File: config.mk
export PLATFORM = sky130hd
export DESIGN_NAME = utf8_validity_splitter_core_flat
export DESIGN_NICKNAME = d
export VERILOG_FILES = /design/src/rtl/u8vs_pkg.sv /design/src/rtl/u8vs_if.sv /design/src/rtl/u8vs_step.sv /design/src/rtl/utf8_validity_splitter_core.sv /design/src/flat_wrapper.sv
export VERILOG_INCLUDE_DIRS = /design/src /design/src/rtl
export SDC_FILE = /design/constraint.sdc
export NUM_CORES = 1
export LEC_CHECK = 0
export ABC_CLOCK_PERIOD_IN_PS = 15400
export BUFFER_PORTS_ARGS = -buffer_cell sky130_fd_sc_hd__buf_2
export CAP_MARGIN = 20
export CORE_MARGIN = 1
export CORE_UTILIZATION = 64
export DETAILED_ROUTE_END_ITERATION = 6
export GPL_TIMING_DRIVEN = 0
export PLACE_DENSITY = 0.93
export SETUP_SLACK_MARGIN = 0.1
export SLEW_MARGIN = 20
export SYNTH_ARGS = -nofsm -noshare
export SYNTH_HDL_FRONTEND = slang
export SYNTH_SLANG_ARGS = --single-unit
File: constraint.sdc
create_clock -name clk -period 15.4 [get_ports clk]
set_input_delay 0.77 -clock clk [delete_from_list [all_inputs] [get_ports clk]]
set_output_delay 0.77 -clock clk [all_outputs]
set_load 0.1 [all_outputs]
File: src/rtl/utf8_validity_splitter_core_assert.svh
// ----------------------------------------------------------------------------
// UTF-8 validity splitter assertion macros
// Concurrent assertion wrappers; empty when SYNTHESIS is defined.
// ----------------------------------------------------------------------------
`ifndef UTF8_VALIDITY_SPLITTER_CORE_ASSERT_SVH
`define UTF8_VALIDITY_SPLITTER_CORE_ASSERT_SVH

`ifndef SYNTHESIS

// Same-cycle implication, disabled during reset.
`define U8VS_ASSERT_NOW(label, clk, rst_n, ante, cons) \
    label: assert property (@(posedge clk) disable iff (!rst_n) (ante) |-> (cons)) \
        else $error("u8vs assertion failed");

// Next-cycle implication, disabled during reset.
`define U8VS_ASSERT_NEXT(label, clk, rst_n, ante, cons) \
    label: assert property (@(posedge clk) disable iff (!rst_n) (ante) |=> (cons)) \
        else $error("u8vs assertion failed");

`else

`define U8VS_ASSERT_NOW(label, clk, rst_n, ante, cons)
`define U8VS_ASSERT_NEXT(label, clk, rst_n, ante, cons)

`endif

`endif

File: src/rtl/u8vs_pkg.sv
// ----------------------------------------------------------------------------
// UTF-8 validity splitter package
// Decoder state encoding, per-byte step result and byte class functions.
// ----------------------------------------------------------------------------
`default_nettype none

package u8vs_pkg;

    // What the decoder expects from the next byte.
    typedef enum logic [2:0] {
        KIND_START = 3'd0,  // a new character
        KIND_CONT1 = 3'd1,  // one more continuation byte 80..BF
        KIND_CONT2 = 3'd2,  // two more, next 80..BF
        KIND_E0    = 3'd3,  // after E0, next A0..BF
        KIND_ED    = 3'd4,  // after ED, next 80..9F
        KIND_CONT3 = 3'd5,  // three more, next 80..BF
        KIND_F0    = 3'd6,  // after F0, next 90..BF
        KIND_F4    = 3'd7   // after F4, next 80..8F
    } kind_t;

    localparam logic [7:0] ASCII_LIMIT = 8'h80;
    localparam logic [7:0] CONT_LO     = 8'h80;
    localparam logic [7:0] CONT_HI     = 8'hBF;
    localparam logic [7:0] E0_LO       = 8'hA0;
    localparam logic [7:0] ED_HI       = 8'h9F;
    localparam logic [7:0] F0_LO       = 8'h90;
    localparam logic [7:0] F4_HI       = 8'h8F;

    // Outcome of one byte: next decoder state and counter increments.
    typedef struct packed {
        kind_t      kind;
        logic [1:0] pend;
        logic       in_run;
        logic       valid_inc;
        logic [2:0] bad_add;
        logic       run_inc;
    } step_t;

    // Lowest continuation byte accepted in a given state.
    function automatic logic [7:0] cont_lo(input kind_t kind);
        unique case (kind)
            KIND_E0: return E0_LO;
            KIND_F0: return F0_LO;
            default: return CONT_LO;
        endcase
    endfunction

    // Highest continuation byte accepted in a given state.
    function automatic logic [7:0] cont_hi(input kind_t kind);
        unique case (kind)
            KIND_ED: return ED_HI;
            KIND_F4: return F4_HI;
            default: return CONT_HI;
        endcase
    endfunction

    // State after a continuation byte has been taken.
    function automatic kind_t next_kind(input kind_t kind);
        unique case (kind) inside
            KIND_CONT2, KIND_E0, KIND_ED:    return KIND_CONT1;
            KIND_CONT3, KIND_F0, KIND_F4:    return KIND_CONT2;
            default:                         return KIND_START;
        endcase
    endfunction

    // State opened by a lead byte; KIND_START marks a byte that cannot lead.
    function automatic kind_t lead_kind(input logic [7:0] b);
        unique case (b) inside
            [8'hC2:8'hDF]: return KIND_CONT1;
            8'hE0:         return KIND_E0;
            8'hED:         return KIND_ED;
            [8'hE1:8'hEC],
            [8'hEE:8'hEF]: return KIND_CONT2;
            8'hF0:         return KIND_F0;
            [8'hF1:8'hF3]: return KIND_CONT3;
            8'hF4:         return KIND_F4;
            default:       return KIND_START;
        endcase
    endfunction

endpackage

`default_nettype wire

File: src/rtl/u8vs_if.sv
// ----------------------------------------------------------------------------
// UTF-8 validity splitter channels
// Valid/ready channels for the byte stream and for the count results.
// ----------------------------------------------------------------------------
`default_nettype none

// Byte stream: one byte per transfer with a last-byte flag.
interface u8vs_in_if;
    logic       valid;
    logic       ready;
    logic [7:0] data_byte;
    logic       last_byte;

    modport source (output valid, output data_byte, output last_byte, input ready);
    modport sink   (input valid, input data_byte, input last_byte, output ready);
endinterface

// Result: the three counts for one buffer.
interface u8vs_out_if;
    logic        valid;
    logic        ready;
    logic [31:0] multibyte_count;
    logic [31:0] foreign_count;
    logic [31:0] run_count;

    modport source (output valid, output multibyte_count, output foreign_count,
                    output run_count, input ready);
    modport sink   (input valid, input multibyte_count, input foreign_count,
                    input run_count, output ready);
endinterface

`default_nettype wire

File: src/rtl/u8vs_step.sv
// ----------------------------------------------------------------------------
// UTF-8 validity splitter byte step
// Next decoder state and counter increments for one byte.
// ----------------------------------------------------------------------------
`default_nettype none

module u8vs_step (
    input  var u8vs_pkg::kind_t kind,
    input  wire logic [1:0]     pend,
    input  wire logic           in_run,
    input  wire logic [7:0]     data_byte,
    input  wire logic           last_byte,
    output u8vs_pkg::step_t     step
);

    // Walk the byte through the open sequence, a fresh start and the end check.
    always_comb
    begin
        u8vs_pkg::kind_t k;
        u8vs_pkg::kind_t lk;
        logic [1:0]      p;
        logic            r;
        logic            vinc;
        logic [2:0]      bad;
        logic            rinc;
        logic            fresh;

        k     = kind;
        p     = pend;
        r     = in_run;
        vinc  = 1'b0;
        bad   = 3'd0;
        rinc  = 1'b0;
        fresh = 1'b1;
        lk    = u8vs_pkg::KIND_START;

        // An open sequence either takes the byte or breaks.
        if (kind != u8vs_pkg::KIND_START)
        begin
            if (data_byte >= u8vs_pkg::cont_lo(kind) &&
                data_byte <= u8vs_pkg::cont_hi(kind))
            begin
                fresh = 1'b0;
                p     = pend + 2'd1;
                k     = u8vs_pkg::next_kind(kind);
                if (k == u8vs_pkg::KIND_START)
                begin
                    vinc = 1'b1;
                    r    = 1'b0;
                    p    = 2'd0;
                end
            end
            else
            begin
                // The bytes taken so far become foreign.
                if (pend != 2'd0)
                begin
                    bad = {1'b0, pend};
                    if (!r)
                    begin
                        rinc = 1'b1;
                    end
                    r = 1'b1;
                end
                k = u8vs_pkg::KIND_START;
                p = 2'd0;
            end
        end

        // The byte starts a new character.
        if (fresh)
        begin
            if (data_byte < u8vs_pkg::ASCII_LIMIT)
            begin
                r = 1'b0;
            end
            else
            begin
                lk = u8vs_pkg::lead_kind(data_byte);
                if (lk != u8vs_pkg::KIND_START)
                begin
                    k = lk;
                    p = 2'd1;
                end
                else
                begin
                    bad = bad + 3'd1;
                    if (!r)
                    begin
                        rinc = 1'b1;
                    end
                    r = 1'b1;
                end
            end
        end

        // At the end of the buffer a truncated sequence is foreign.
        if (last_byte)
        begin
            if (p != 2'd0)
            begin
                bad = bad + {1'b0, p};
                if (!r)
                begin
                    rinc = 1'b1;
                end
            end
            k = u8vs_pkg::KIND_START;
            p = 2'd0;
            r = 1'b0;
        end

        step.kind      = k;
        step.pend      = p;
        step.in_run    = r;
        step.valid_inc = vinc;
        step.bad_add   = bad;
        step.run_inc   = rinc;
    end

endmodule

`default_nettype wire

File: src/rtl/utf8_validity_splitter_core.sv
// ----------------------------------------------------------------------------
// UTF-8 validity splitter core
// Streaming UTF-8 well-formedness checker with saturating counters.
// ----------------------------------------------------------------------------
// The block takes one byte per clock cycle on the stream channel, except while
// a last byte waits, and reports on the byte flagged as last one result with
// the count of valid 2 to 4 byte sequences, of foreign bytes and of runs of
// foreign bytes, after which it starts the next buffer from a clean state. A
// byte passes through an input register and is decided from there by the
// per-byte step logic and the counter incrementers; the result register is
// loaded when the last byte of a buffer is decided. The last byte of a buffer
// waits in the input register only while the previous result is still held
// in the result register and not taken; other bytes never wait. Counters are
// COUNT_WIDTH bits wide and saturate; the 32-bit result fields saturate as well.
// ----------------------------------------------------------------------------
`default_nettype none

`include "utf8_validity_splitter_core_assert.svh"

module utf8_validity_splitter_core #(
    parameter int COUNT_WIDTH = 32
) (
    input  wire logic   clk,
    input  wire logic   rst_n,
    u8vs_in_if.sink     stream,
    u8vs_out_if.source  result
);

    // Input register.
    logic       s1_valid_reg;
    logic [7:0] s1_byte_reg;
    logic       s1_last_reg;

    // Decoder state and counters.
    u8vs_pkg::kind_t        kind_reg;
    logic [1:0]             pend_reg;
    logic                   in_run_reg;
    logic [COUNT_WIDTH-1:0] valid_cnt_reg;
    logic [COUNT_WIDTH-1:0] bad_cnt_reg;
    logic [COUNT_WIDTH-1:0] run_cnt_reg;

    // Result register.
    logic        out_valid_reg;
    logic [31:0] multibyte_reg;
    logic [31:0] foreign_reg;
    logic [31:0] runs_reg;

    u8vs_pkg::step_t        step;
    logic                   out_free;
    logic                   s1_fire;
    logic [COUNT_WIDTH:0]   valid_sum;
    logic [COUNT_WIDTH:0]   bad_sum;
    logic [COUNT_WIDTH:0]   run_sum;
    logic [COUNT_WIDTH-1:0] valid_next;
    logic [COUNT_WIDTH-1:0] bad_next;
    logic [COUNT_WIDTH-1:0] run_next;

    // Saturate a counter value to a 32-bit result field.
    function automatic logic [31:0] clamp32(input logic [COUNT_WIDTH-1:0] v);
        logic [COUNT_WIDTH+31:0] ext;
        ext = {32'd0, v};
        return (|ext[COUNT_WIDTH+31:32]) ? 32'hFFFF_FFFF : ext[31:0];
    endfunction

    u8vs_step u_step (
        .kind      (kind_reg),
        .pend      (pend_reg),
        .in_run    (in_run_reg),
        .data_byte (s1_byte_reg),
        .last_byte (s1_last_reg),
        .step      (step)
    );

    // Flow control: only a last byte needs room in the result register.
    assign out_free     = !out_valid_reg || result.ready;
    assign s1_fire      = s1_valid_reg && (!s1_last_reg || out_free);
    assign stream.ready = !s1_valid_reg || s1_fire;

    // Saturating counter updates.
    assign valid_sum  = {1'b0, valid_cnt_reg}
                      + {{COUNT_WIDTH{1'b0}}, step.valid_inc};
    assign bad_sum    = {1'b0, bad_cnt_reg}
                      + {{(COUNT_WIDTH-2){1'b0}}, step.bad_add};
    assign run_sum    = {1'b0, run_cnt_reg}
                      + {{COUNT_WIDTH{1'b0}}, step.run_inc};
    assign valid_next = valid_sum[COUNT_WIDTH] ? '1 : valid_sum[COUNT_WIDTH-1:0];
    assign bad_next   = bad_sum[COUNT_WIDTH]   ? '1 : bad_sum[COUNT_WIDTH-1:0];
    assign run_next   = run_sum[COUNT_WIDTH]   ? '1 : run_sum[COUNT_WIDTH-1:0];

    // Input register control.
    always_ff @(posedge clk or negedge rst_n)
    begin
        if (!rst_n)
        begin
            s1_valid_reg <= 1'b0;
        end
        else if (stream.ready)
        begin
            s1_valid_reg <= stream.valid;
        end
    end

    // Input register payload.
    always_ff @(posedge clk)
    begin
        if (stream.valid && stream.ready)
        begin
            s1_byte_reg <= stream.data_byte;
            s1_last_reg <= stream.last_byte;
        end
    end

    // Decoder state and counters; a last byte returns them to zero.
    always_ff @(posedge clk or negedge rst_n)
    begin
        if (!rst_n)
        begin
            kind_reg      <= u8vs_pkg::KIND_START;
            pend_reg      <= 2'd0;
            in_run_reg    <= 1'b0;
            valid_cnt_reg <= '0;
            bad_cnt_reg   <= '0;
            run_cnt_reg   <= '0;
        end
        else if (s1_fire)
        begin
            kind_reg   <= step.kind;
            pend_reg   <= step.pend;
            in_run_reg <= step.in_run;
            if (s1_last_reg)
            begin
                valid_cnt_reg <= '0;
                bad_cnt_reg   <= '0;
                run_cnt_reg   <= '0;
            end
            else
            begin
                valid_cnt_reg <= valid_next;
                bad_cnt_reg   <= bad_next;
                run_cnt_reg   <= run_next;
            end
        end
    end

    // Result register control.
    always_ff @(posedge clk or negedge rst_n)
    begin
        if (!rst_n)
        begin
            out_valid_reg <= 1'b0;
        end
        else if (s1_fire && s1_last_reg)
        begin
            out_valid_reg <= 1'b1;
        end
        else if (result.ready)
        begin
            out_valid_reg <= 1'b0;
        end
    end

    // Result register payload.
    always_ff @(posedge clk)
    begin
        if (s1_fire && s1_last_reg)
        begin
            multibyte_reg <= clamp32(valid_next);
            foreign_reg   <= clamp32(bad_next);
            runs_reg      <= clamp32(run_next);
        end
    end

    assign result.valid           = out_valid_reg;
    assign result.multibyte_count = multibyte_reg;
    assign result.foreign_count   = foreign_reg;
    assign result.run_count       = runs_reg;

    // No bytes are pending exactly when a new character is expected.
    `U8VS_ASSERT_NOW(a_pend_matches_kind, clk, rst_n, 1'b1,
        (kind_reg == u8vs_pkg::KIND_START) == (pend_reg == 2'd0))

    // A decided last byte leaves a clean decoder behind.
    `U8VS_ASSERT_NEXT(a_last_clears, clk, rst_n, s1_fire && s1_last_reg,
        kind_reg == u8vs_pkg::KIND_START && !in_run_reg && valid_cnt_reg == '0
        && bad_cnt_reg == '0 && run_cnt_reg == '0)

    // A result only appears after a last byte was decided.
    `U8VS_ASSERT_NOW(a_result_from_last, clk, rst_n, $rose(out_valid_reg),
        $past(s1_fire && s1_last_reg))

    // A last byte that finds the result register busy waits in place.
    `U8VS_ASSERT_NEXT(a_last_waits, clk, rst_n, s1_valid_reg && s1_last_reg && !out_free,
        s1_valid_reg && s1_last_reg && $stable(s1_byte_reg))

endmodule

`default_nettype wire

File: src/flat_wrapper.sv
// flat-port wrapper written by rule: the top's interface ports become plain ports
module utf8_validity_splitter_core_flat 
#(
    parameter int COUNT_WIDTH = 32
)
  (clk, rst_n, stream_valid, stream_data_byte, stream_last_byte, stream_ready, result_valid, result_multibyte_count, result_foreign_count, result_run_count, result_ready);
  u8vs_in_if stream_i ();
  u8vs_out_if result_i ();
  input  wire logic clk;
  input  wire logic rst_n;
  input wire logic [$bits(stream_i.valid)-1:0] stream_valid;
  input wire logic [$bits(stream_i.data_byte)-1:0] stream_data_byte;
  input wire logic [$bits(stream_i.last_byte)-1:0] stream_last_byte;
  output wire logic [$bits(stream_i.ready)-1:0] stream_ready;
  output wire logic [$bits(result_i.valid)-1:0] result_valid;
  output wire logic [$bits(result_i.multibyte_count)-1:0] result_multibyte_count;
  output wire logic [$bits(result_i.foreign_count)-1:0] result_foreign_count;
  output wire logic [$bits(result_i.run_count)-1:0] result_run_count;
  input wire logic [$bits(result_i.ready)-1:0] result_ready;
  assign stream_i.valid = stream_valid;
  assign stream_i.data_byte = stream_data_byte;
  assign stream_i.last_byte = stream_last_byte;
  assign stream_ready = stream_i.ready;
  assign result_valid = result_i.valid;
  assign result_multibyte_count = result_i.multibyte_count;
  assign result_foreign_count = result_i.foreign_count;
  assign result_run_count = result_i.run_count;
  assign result_i.ready = result_ready;
  utf8_validity_splitter_core #(.COUNT_WIDTH(COUNT_WIDTH)) u_core (.clk(clk), .rst_n(rst_n), .stream(stream_i), .result(result_i));
endmodule
**After elaboration in Yosys (flattened, before gate mapping)**

Index checks and enable logic that the tools add are counted.

- Register bits after elaboration: 209
- Bits of input ports: 13
- Memories kept: 0
- Memory bits (read-only): 0
- Bits in latches: 0
- Logic and storage cells: 126
- Bits in writable memories: 0
- Output and inout port bits: 98

- Multiplexer cells: 63
- $lt $le $gt $ge: 11
- Div/mod/pow operators: 0
- Equality and inequality tests: 10
- Reductions and logical operators: 23
- Add/sub/neg operators: 6
- Multipliers: 0
- Shifts and indexed selects: 0
- Bitwise logic cells: 0

Operators by type and width:

| operator | number |
|---|---|
| 2-to-1 mux 32 bit | 6 |
| adder 32 x 1 -> 33 bit | 2 |
| 2-to-1 mux 3 bit | 16 |
| adder 32 x 3 -> 33 bit | 1 |
| == test 8 bit, second input constant | 4 |
| >= comparator 8 bit, second input constant | 4 |
| <= comparator 8 bit, second input constant | 4 |
| 2-to-1 mux 1 bit | 26 |
| case mux 6 bit (2 select lines) | 2 |
| case mux 3 bit (7 select lines) | 1 |
| 2-to-1 mux 2 bit | 9 |
| 2-to-1 mux 8 bit | 2 |
| == test 3 bit, second input constant | 4 |
| >= comparator 8 bit | 1 |
| <= comparator 8 bit | 1 |
| logical AND 1 bit | 8 |
| < comparator 8 bit, second input constant | 1 |
| == test 3 x 2 -> 1 bit, second input constant | 2 |
| nonzero test 2 bit | 3 |
| nonzero test 3 bit | 2 |
| OR reduction 3 bit | 2 |
| case mux 2 bit (2 select lines) | 1 |
| adder 3 x 1 -> 3 bit, second input constant | 1 |
| adder 3 x 2 -> 3 bit | 1 |
| 5 further kinds | 9 |

**Depth between registers and ports, before layout**

Gate-level depths: netlist (run 1).

- Word-level depth: 21
- Gate-level depth with buffers: 24
- Mapped depth without buffers: 20

**By module**

From an unflattened synthesis (run 1), not the netlist that was laid out.

- Cells, all modules: 1139
- Area, all modules: 11343.4 um^2

By module, submodules not included:

| module | area an instance (um^2) | cells each | times used |
|---|---|---|---|
| utf8_validity_splitter_core | 10571.4 | 1042 | 1 |
| u8vs_step | 772.0 | 97 | 1 |

**Least setup slack after synthesis (run 1)**

No wires, ideal clock.

- Path kind: reg2reg
- Start: register u_core.kind_reg[1]
- End: register u_core.foreign_reg[26] (netlist: u_core.result.foreign_count[26]), data pin
- Stages on the path, launching flop included: 20
- Setup slack: 10037 ps
- Arrival: 5103 ps
- Buffers on the path: 2
- Data required time: 15140 ps
- Path through: dfrtp_1 > clkbuf_1 > nor2b_1 > nand2_1 > ha_1 > nor2b_1 > o21ai_0 > a21o_1 > clkbuf_1 > and3_1 > ha_1 > a32oi_1 > fa_1 > mux2_2 > fa_1 > nand2b_1 > a211oi_2 > and4_1 > and4_1 > mux2_2

- Word-level cells in the longest chain between the ends: 17

RTL lines:

| element | line | text |
|---|---|---|
| start, declared | utf8_validity_splitter_core.sv:35 | `u8vs_pkg::kind_t kind_reg;` |
| start signal, assigned | utf8_validity_splitter_core.sv:118 | `kind_reg <= u8vs_pkg::KIND_START;` |
| start signal, assigned | utf8_validity_splitter_core.sv:127 | `kind_reg <= step.kind;` |
| branches (longest 14 deep; another with >= comparator 8 bit) | -- |  |
| 2-to-1 mux 3 bit * | u8vs_step.sv:98 | `if (last_byte)` |
| adder 32 x 3 -> 33 bit * | utf8_validity_splitter_core.sv:83 | `+ {{(COUNT_WIDTH-2){1'b0}}, step.bad_add};` |
| 2-to-1 mux 32 bit * | utf8_validity_splitter_core.sv:87 | `assign bad_next = bad_sum[COUNT_WIDTH] ? '1 : bad_sum[COUNT_WIDTH-1:0];` |
| net u_core.bad_next[26] | utf8_validity_splitter_core.sv:55 | `logic [COUNT_WIDTH-1:0] bad_next;` |
| end signal, assigned | utf8_validity_splitter_core.sv:168 | `foreign_reg <= clamp32(bad_next);` |
| end, declared | utf8_validity_splitter_core.sv:45 | `logic [31:0] foreign_reg;` |

Mark *: on every way through the listed nets, which the timed path passes. The select of a mux whose other input is x is not followed.
A chain may end at the register's enable or synchronous reset.

**Worst setup path after layout (run 1)**

Ends and elaborated chain as after synthesis.

==> flow_summary_export.csv, run 1 <==
group,metric,value,unit
worst_setup_path,worstSetupPathType,"flop to flop",
logic_synthesis,yosysUniqueCellTypes,76,
routing,dr.max_layer_used,"met5",
placement,dp_hpwl,20.1,mm
logic_synthesis,yosysMostFrequentCell,"nand2_1",
timing,maxSlewHeadroom,30.8,%
worst_setup_path,required,15.66,ns
power,clkPwrFrac,39.6,%
power,power_density,109,nW/um2
power,p_int,0.971,mW
worst_hold_path,hold_path_class,"primary input to async pin",
clocking,clkSinkCount,209,
logic_synthesis,synth_top_area_cell,"edfxtp_1",
timing,fin_crit_sh,40.1,%
worst_setup_path,crit_chain,"clkbuf_1, nor2b_1, nand2_1, ha_1, nor2b_1, o21ai_0, a21o_1, clkbuf_1, and3_1, ha_1, a32oi_1, fa_1, mux2_2, fa_1, nand2b_1, a211oi_2, and4_1, and4_1, mux2_2",
timing,period_needed,6.17,ns
die,die-area,17900,um2
routing,met2WireLength,14.0,mm
worst_setup_path,cp_data_arrival_time,6.44,ns
clocking,ctsHoldBuffers,0,
timing,hold_violations,0,
finish,drive_gt1_share,14.9,%
routing,ant_nets,0,
worst_setup_path,crit_buf_inv,2,
clocking,worstSkewPairLatency,0.52,ns
logic_synthesis,synth.area.top_cells,"edfxtp_1 (28%), dfrtp_1 (23%), nand2_1 (5.3%)",
worst_setup_path,cp-end-kind,"flop",
run,cap_violations,0,
power,p_sw_share,30.2,%
power,p_comb_share,15.8,%
routing,detail_route.vias_per_cell,6.56,
clocking,cts_max_path_buffers,3,
clocking,cts_tree,"done",
logic_synthesis,ys_warn_count,0,
die,die_x,134,um
global_route,grt_antenna_before_repair,2,
routing,met3_length,3.84,mm
routing,drt-pass1-iter-count,6,
logic_synthesis,synth-edff-count,105,
timing,tns,0,ns
timing,fin_hold_ws,0.241,ns
timing,skew,0.0232,ns
power,leakagePower,5.53,nW
logic_synthesis,syn_area,11100,um2
routing,routed_wl,30.8,mm
logic_synthesis,synth_area_per_cell,9.75,um2
logic_synthesis,ys_top_cells_by_count,"nand2_1 (156), edfxtp_1 (105), dfrtp_1 (104), o21ai_0 (84), a21oi_1 (83)",
logic_synthesis,synth_top_area_share,28.4,%
timing,fmax,0.162,GHz
global_route,grt_util_all_layers,34.6,%
placement,gp_congestion,0.948,
logic_synthesis,ys_ff_latch,209,
clocking,cts_setup_buffers,0,
routing,drc,0,
logic_synthesis,synth_seq_area_share,51.8,%
worst_setup_path,critPathMaxStageDelay,0.57,ns
power,pwr-share-seq,44.6,%
clocking,post_cts_resized,0,
timing,tightest_slew,1.03,ns
die,initial_core_util,66.3,%
clocking,cts_root_buffer,"clkbuf_16",
global_route,grt_pass1_vias,9615,
die,num_io_pins,111,
logic_synthesis,ys.flop_type,"edfxtp_1",
logic_synthesis,synthArstFlopShare,49.8,%
finish,design_area,12800,um2
die,coreArea,16800,um2
placement,dpl_cell_area,12000,um2
global_route,grt_max_degree,55,
placement,io_buffers,110,
finish,area_growth,14.8,%
routing,drt_iter0_drc,1370,
logic_synthesis,synth_fp_nets,1169,
routing,avgRoutedWirePerCell,20.3,um
worst_setup_path,start_kind,"flop",
worst_setup_path,crit_path_top_delay_cell,"a211oi_2",
routing,met1_length,11.3,mm
die,rows,47,
worst_setup_path,cp_max_fo,10,
routing,vias,9924,
die,dieHeight,134,um
status,status,"finished clean",
finish,num-nets-final,1305,
timing,drv_slew,0,
power,ir_drop,0.105,mV
power,power.switching,0.421,mW
global_route,grt_pass1_wl,48.4,mm
global_route,overflow,0,
clocking,numCtsBuffers,21,
timing,setup_violations,0,
timing,rsz0062_at_grt,"no",
clocking,cts_max_level,1,
logic_synthesis,syn_inst,1140,
clocking,clk_pin_slew,0.06,ns
worst_setup_path,path_delay_family,"simple AND/OR/NAND/NOR gates",
[power by group through the flow]
| stage | Sequential (mW) | Clock (mW) | Combinational [mW] |
|---|---|---|---|
| after floorplan | 0.745 | 0 | 0.0498 |
| after global placement | 0.634 | 0 | 0.209 |
| after detailed placement | 0.631 | 0 | 0.216 |
| after CTS | 0.620 | 0.550 | 0.217 |
| after global routing | 0.622 | 0.572 | 0.228 |
| final | 0.620 | 0.551 | 0.220 |
[final timing paths]
check | from | end | slack (ns) | cells past startpoint
setup reg to reg | u_core.kind_reg[1]$_DFFE_PN0P_ | u_core.result.foreign_count[26]$_DFFE_PP_ | 9.23 | 19
min in group clk | stream_data_byte[4] | u_core.s1_byte_reg[4]$_DFFE_PP_ | 0.44 | 1
hold reg to reg | u_core.bad_cnt_reg[0]$_DFFE_PN0P_ | u_core.bad_cnt_reg[0]$_DFFE_PN0P_ | 0.51 | 1
setup / recovery | u_core.kind_reg[1]$_DFFE_PN0P_ | u_core.result.foreign_count[26]$_DFFE_PP_ | 9.23 | 19
max in group asynchronous | rst_n | u_core.valid_cnt_reg[6]$_DFFE_PN0P_ | 14.52 | 2
hold / removal | rst_n | u_core.run_cnt_reg[13]$_DFFE_PN0P_ | 0.24 | 1
[metrics by stage]
stage	cells	utilization, %	total power, mW	setup slack (ns)
3_3_place_gp	1470	71.2	0.843	9.07
2_1_floorplan	1140	-	0.794	10.04
4_1_cts	1511	76.1	1.39	9.27
3_5_place_dp	1473	71.7	0.847	9.32
6_report	1512	76.1	1.39	9.23
5_1_grt	1512	76.1	1.42	8.79
[cell families (layout without fill, tap and decap cells)]
group,Yosys count,after routing,share of synthesized area [%]
and+or+nand+nor,460,460,21.1
muxes,7,7,0.687
DFF,209,209,51.8
AOI/OAI and AO/OA,285,285,15.8
adders and majority gates,16,16,1.94
xor gates and xnor gates,63,63,4.97
buffers and inverters,100,251,3.68
other,0,1,0
[worst reg2reg max path, cell delays in order, from the launching register on]
cell      delay [ns]
dfrtp_1         0.33
clkbuf_1        0.30
nor2b_1         0.22
nand2_1         0.08
ha_1            0.29
nor2b_1         0.13
o21ai_0         0.21
a21o_1          0.18
clkbuf_1        0.36
and3_1          0.24
ha_1            0.24
a32oi_1         0.32
fa_1            0.50
mux2_2          0.29
fa_1            0.45
nand2b_1        0.19
a211oi_2        0.57
and4_1          0.38
and4_1          0.28
mux2_2          0.37
[cell type report]
class | instances | area [um2]
clock inverter | 13 | 169
fill | 1106 | 4010
buffer | 65 | 282
clock buffer | 25 | 561
timing repair buffer | 113 | 632
antenna | 1 | 2.50
tap | 220 | 275
inverter | 35 | 131
multi-input combinational | 831 | 4950
sequential | 209 | 5760
[cells in the final DEF, fill, tap and decap left out, drive strengths merged, types with 23 or more instances in the layout]
cell      n
a21oi    84
and3     32
buf     132
nor3     36
xnor2    41
o21ai    90
dfrtp   104
nand3    57
nor2     71
nand4    25
inv      35
edfxtp  105
nand2   157
a31oi    23
clkbuf   71
[routing by layer]
layer  vias up  GRT usage [%]
met5         -              0
met4         2           17.7
met3       161           8.26
met2       705           54.7
met1      4613           44.6
li1       4443              -
(Power assumes the default switching activity.)
==> run 2: changes to the inputs <==
--- a/config.mk
+++ b/config.mk
@@ -6,14 +6,14 @@
 export SDC_FILE = /design/constraint.sdc
 export NUM_CORES = 1
 export LEC_CHECK = 0
-export ABC_CLOCK_PERIOD_IN_PS = 15400
+export ABC_CLOCK_PERIOD_IN_PS = 6420
 export BUFFER_PORTS_ARGS = -buffer_cell sky130_fd_sc_hd__buf_2
 export CAP_MARGIN = 20
 export CORE_MARGIN = 1
-export CORE_UTILIZATION = 64
+export CORE_UTILIZATION = 60
 export DETAILED_ROUTE_END_ITERATION = 6
 export GPL_TIMING_DRIVEN = 0
-export PLACE_DENSITY = 0.93
+export PLACE_DENSITY = 0.89
 export SETUP_SLACK_MARGIN = 0.1
 export SLEW_MARGIN = 20
 export SYNTH_ARGS = -nofsm -noshare
==> constraint.sdc (replaced) <==
create_clock -name clk -period 6.42 [get_ports clk]
set_input_delay 0.321 -clock clk [delete_from_list [all_inputs] [get_ports clk]]
set_output_delay 0.321 -clock clk [all_outputs]
set_load 0.1 [all_outputs]
==> run 2 against run 1 <==
The flow now finishes with violations (DRC). Register-to-register slack worse by 8.7 ns. Design area is 0.94% higher. First-iteration DRC count decreased by 16%. Global-route usage shrank 2.5 points.
==> flow_summary_export.csv, run 2 (synthesized netlist as in run 1, its figures left out) <==
group,metric,value,unit
worst_setup_path,cp_max_fo,10,
placement,dp_hpwl,20.4,mm
placement,dpl_cell_area,12000,um2
timing,hold_violations,0,
power,power_density,258,nW/um2
clocking,cts_max_path_buffers,3,
worst_setup_path,required,6.68,ns
timing,tightest_slew,1.01,ns
global_route,grt_util_all_layers,32.1,%
placement,pre_cts_slack,0.270,ns
worst_setup_path,crit_path_top_delay_cell,"fa_1",
routing,vias,9921,
clocking,worstSkewPairLatency,0.51,ns
run,cap_violations,0,
power,finalPower,3.32,mW
timing,setup_ws,0.492,ns
timing,rsz0062_at_grt,"no",
worst_setup_path,cp_data_arrival_time,6.18,ns
die,num_io_pins,111,
finish,design_area,12900,um2
timing,maxSlewHeadroom,32.2,%
power,ir_drop,0.233,mV
worst_setup_path,start_kind,"flop",
routing,avgRoutedWirePerCell,19.9,um
finish,final_cells,1532,
timing,skew,0.0157,ns
finish,layout_common_cells,"nand2_1 (156), buf_2 (123), edfxtp_1 (105)",
die,dieHeight,138,um
finish,layout_commonest_cell,"nand2_1",
worst_setup_path,crit_chain,"clkbuf_1, nor2b_1, nand2_1, ha_1, nor2b_1, o21ai_0, a21o_1, clkbuf_2, and3_1, ha_1, a32oi_1, fa_1, mux2_2, fa_1, nand2b_1, a211oi_4, and4_1, and4_1, mux2_2",
worst_hold_path,holdCritStartpoint,"stream_valid",
global_route,grt_pass1_vias,9644,
timing,setup_violations,0,
worst_setup_path,cp-end-kind,"flop",
clocking,clk_pin_slew,0.06,ns
global_route,overflow,0,
clocking,numCtsBuffers,22,
timing,fmax,0.169,GHz
finish,area_growth,15.9,%
finish,num-nets-final,1316,
placement,io_buffers,110,
power,leakagePower,5.58,nW
clocking,clkSinkCount,209,
clocking,cts_max_level,1,
finish,antennaDiodeCount,0,
status,status,"complete, but fails checks",
routing,drt-pass1-iter-count,7,
routing,routed_wl,30.5,mm
worst_hold_path,hold_path_class,"primary input to flop",
global_route,grt_antenna_before_repair,0,
clocking,cts_tree,"done",
die,initial_core_util,61.4,%
timing,fin_hold_ws,0.0279,ns
worst_setup_path,path_delay_family,"simple AND/OR/NAND/NOR gates",
worst_setup_path,critPathMaxStageDelay,0.50,ns
global_route,grt_pass1_wl,48.9,mm
timing,fin_crit_sh,92.3,%
routing,drc,15,
die,die-area,19100,um2
worst_setup_path,worstSetupPathType,"flop to flop",
finish,drive_gt1_share,14.9,%
timing,period_needed,5.93,ns
worst_setup_path,r2r_start,"u_core.kind_reg[1]$_DFFE_PN0P_",
die,coreArea,18100,um2
clocking,cts_root_buffer,"clkbuf_16",
die,rows,49,
timing,tns,0,ns
routing,drt_iter0_drc,1151,
timing,drv_slew,0,
placement,dpl.cell_count,1482,
routing,ant_nets,0,
finish,final_core_util,71.2,%
routing,detail_route.vias_per_cell,6.48,
die,die_x,138,um
status,violations,"DRC",
placement,gp_congestion,0.937,
worst_setup_path,crit_buf_inv,2,
global_route,grt_max_degree,74,
worst_setup_path,critPathLaunch,"u_core.kind_reg[1]$_DFFE_PN0P_",
[run 2: cell count changes in the layout (fill, tap and decap cells not counted), sizes merged]
cell and change:
clkinv +1, diode -1, clkinvlp -2, clkbuf +6
bufinv -2, inv -1, dlygate4sd3 +10
[run 2: final cells by class]
cell class / instances / area (um2)
flip-flops and latches: 209 / 5760
fillers: 1288 / 5210
multi-input cells: 831 / 4950
clock buffers: 31 / 636
repair buffers: 123 / 732
well taps: 229 / 287
inverters: 35 / 131
clock inverters: 9 / 96.3
plain buffers: 65 / 283
[run 2: where the power goes]
part	switching (mW)	internal, mW
Combinational	0.450	0.0829
Sequential	0.0226	1.47
Clock	0.523	0.770
[run 2: timing repair]
item | CTS | global route
endpoints found under the setup margin | 0 | 5
buffers inserted | 0 | 0
hold buffers | 10 | 0
resized for setup | 0 | 3
endpoints found under the hold margin | 40 | 0
[run 2: path summary, 6_finish.rpt]
kind | depth (start not counted) | slack [ns] | to
max in group asynchronous | 3 | 5.42 | u_core.pend_reg[0]$_DFFE_PN0P_
hold / removal | 2 | 0.03 | u_core.s1_valid_reg$_DFFE_PN0N_
setup / recovery | 19 | 0.49 | u_core.result.foreign_count[26]$_DFFE_PP_
hold reg to reg | 1 | 0.51 | u_core.bad_cnt_reg[0]$_DFFE_PN0P_
min in group asynchronous | 2 | 0.28 | u_core.run_cnt_reg[20]$_DFFE_PN0P_
setup reg to reg | 19 | 0.49 | u_core.result.foreign_count[26]$_DFFE_PP_
[run 2: per-layer routing]
metal	wire length, um	vias up	global-route usage, %
li1	-	4459	-
met4	1630	0	17.3
met3	3280	152	5.33
met5	0	-	0
met1	11600	4677	42.1
met2	14000	633	51.6
==> run 3: changes to the inputs <==
--- a/config.mk
+++ b/config.mk
@@ -7,7 +7,7 @@
 export NUM_CORES = 1
 export LEC_CHECK = 0
 export ABC_CLOCK_PERIOD_IN_PS = 6420
-export BUFFER_PORTS_ARGS = -buffer_cell sky130_fd_sc_hd__buf_2
+export BUFFER_PORTS_ARGS = -buffer_cell sky130_fd_sc_hd__buf_4
 export CAP_MARGIN = 20
 export CORE_MARGIN = 1
 export CORE_UTILIZATION = 60
==> run 3 against run 2 <==
The flow still finishes with violations (DRC). Clock power barely moved. Die area did not move. Register-to-register slack improved by 0.04 ns. Design area rose by 1.6%. Combinational power rose by 3%. Critical path depth did not move. Core utilization rose by 1.1 points. Power fell by 0.41%. Critical path type unchanged. Largest power group unchanged. Highest routed layer is now met5.
==> flow_summary_export.csv, run 3 (synthesized netlist as in run 1, its figures left out) <==
group,metric,value,unit
worst_setup_path,crit_path_top_delay_cell,"fa_1",
worst_setup_path,r2r_slack,0.53,ns
worst_setup_path,cp_data_arrival_time,6.14,ns
clocking,worstSkewPairLatency,0.51,ns
status,status,"complete, but fails checks",
die,num_io_pins,111,
timing,hold_violations,0,
timing,fin_hold_ws,0.0198,ns
die,die_x,138,um
worst_setup_path,critPathMaxStageDelay,0.48,ns
finish,multi_input_area,4950,um2
worst_hold_path,holdCritStartpoint,"stream_valid",
timing,tightest_slew,1.03,ns
routing,drt-pass1-iter-count,7,
clocking,cts_tree,"done",
clocking,cts_max_level,1,
timing,maxSlewHeadroom,30.5,%
timing,tns,0,ns
placement,io_buffers,110,
global_route,grt_pass1_vias,9528,
worst_hold_path,hold_end,"u_core.s1_valid_reg$_DFFE_PN0N_",
worst_setup_path,crit_chain,"clkbuf_1, and2_0, o21a_1, ha_1, a21oi_1, a41oi_1, a21o_1, clkbuf_2, and3_1, ha_1, a32oi_1, fa_1, mux2_2, fa_1, nand2b_1, a211oi_4, and4_1, and4_1, mux2_2",
finish,fillers,1251,
global_route,grt_antenna_before_repair,2,
power,ir_drop,0.184,mV
finish,layout_commonest_cell,"nand2_1",
global_route,overflow,0,
clocking,numCtsBuffers,22,
die,coreArea,18100,um2
clocking,cts_max_path_buffers,3,
timing,fin_crit_sh,91.8,%
die,dieHeight,138,um
status,violations,"DRC",
timing,fmax,0.170,GHz
worst_hold_path,hold_path_class,"primary input to flop",
finish,regArea,5760,um2
clocking,cts_setup_buffers,0,
finish,area_growth,17.7,%
worst_hold_path,hold_depth,2,
power,power_density,252,nW/um2
timing,drv_slew,0,
power,leakagePower,5.61,nW
timing,rsz0062_at_grt,"no",
die,rows,49,
die,die-area,19100,um2
worst_setup_path,start_kind,"flop",
worst_setup_path,r2r_start,"u_core.kind_reg[0]$_DFFE_PN0P_",
routing,ant_nets,0,
global_route,grt_max_degree,105,
worst_setup_path,cp_max_fo,10,
timing,setup_violations,0,
routing,routed_wl,30.2,mm
routing,avgRoutedWirePerCell,19.7,um
routing,drc,14,
finish,layout_common_cells,"nand2_1 (156), buf_4 (113), edfxtp_1 (105)",
worst_setup_path,cp-end-kind,"flop",
worst_setup_path,r2r_end,"u_core.result.foreign_count[26]$_DFFE_PP_",
clocking,cts_root_buffer,"clkbuf_16",
routing,vias,9864,
finish,drive_gt1_share,14.5,%
finish,num-nets-final,1315,
timing,period_needed,5.89,ns
timing,skew,0.00975,ns
routing,detail_route.vias_per_cell,6.44,
global_route,grt_pass1_wl,48.1,mm
worst_setup_path,worstSetupPathType,"flop to flop",
worst_setup_path,reg2reg_depth,19,
global_route,grt_util_all_layers,31.7,%
clocking,clkSinkCount,209,
worst_setup_path,required,6.67,ns
placement,dp_hpwl,20.0,mm
placement,gp_congestion,0.935,
finish,antennaDiodeCount,0,
run,cap_violations,0,
clocking,clk_pin_slew,0.07,ns
routing,drt_iter0_drc,1107,
die,initial_core_util,61.4,%
[run 3: metrics by stage]
stage	util, %	worst slack, ns	std cells	instance area (um2)	power [mW]
floorplan	-	1.06	1140	11100	1.91
global placement	67.6	0.406	1479	12200	2.05
detailed placement	67.8	0.293	1481	12300	2.05
CTS	72.3	0.257	1531	13100	3.30
global route	72.3	0.210	1531	13100	3.37
finish	72.3	0.527	1531	13100	3.30
[run 3: cell type report]
type,instances,share of cell area (%)
Clock inverter,11,0.775
Timing Repair Buffer,122,7.41
Tap cell,229,2.19
Buffer,65,2.16
Multi-Input combinational cell,831,37.9
Clock buffer,29,4.57
Inverter,35,1.00
Sequential cell,209,44.0
[run 3: critical path: cells and delay by family (launching register included)]
| family | cells | cell delay [ns] |
|---|---|---|
| AO/OA/AOI/OAI | 6 | 1.47 |
| adder cells (fa/ha/maj) | 4 | 1.47 |
| AND/OR/NAND/NOR | 5 | 1.24 |
| multiplexers | 2 | 0.66 |
| buffers and inverters | 2 | 0.44 |
| flip-flops | 1 | 0.36 |
[run 3: timing repair]
item / CTS / global route
endpoints found under the hold margin: 15 / 0
endpoints found under the setup margin: 0 / 6
gates resized for setup: 0 / 3
hold buffers: 10 / 0
[run 3: metal layers]
metal	share of wire [%]	vias up	GRT usage, %
met5	0.030	-	0
met4	5.4	2	17.4
met3	10	142	6.93
met2	45	600	50.0
met1	39	4646	41.1
li1	-	4474	-
[run 3: report_power, final]
group	total [mW]	switching [mW]	internal, mW	leakage, nW
logic	0.551	0.448	0.103	2.77
clock network	1.26	0.526	0.735	0.338
registers	1.49	0.0239	1.47	2.51
[run 3: worst max-delay path by stage]
| stage | cells after the start | start | slack [ns] | to |
|---|---|---|---|---|
| floorplan | 19 | u_core.kind_reg[1]$_DFFE_PN0P_ | 1.06 | u_core.result.foreign_count[26]$_DFFE_PP_ |
| global route | 19 | u_core.kind_reg[1]$_DFFE_PN0P_ | 0.21 | u_core.result.foreign_count[26]$_DFFE_PP_ |
| finish | 19 | u_core.kind_reg[0]$_DFFE_PN0P_ | 0.53 | u_core.result.foreign_count[26]$_DFFE_PP_ |
| global placement | 19 | u_core.kind_reg[1]$_DFFE_PN0P_ | 0.41 | u_core.result.foreign_count[26]$_DFFE_PP_ |
| CTS | 19 | u_core.kind_reg[0]$_DFFE_PN0P_ | 0.26 | u_core.result.foreign_count[26]$_DFFE_PP_ |
| detailed placement | 19 | u_core.kind_reg[1]$_DFFE_PN0P_ | 0.29 | u_core.result.foreign_count[26]$_DFFE_PP_ |
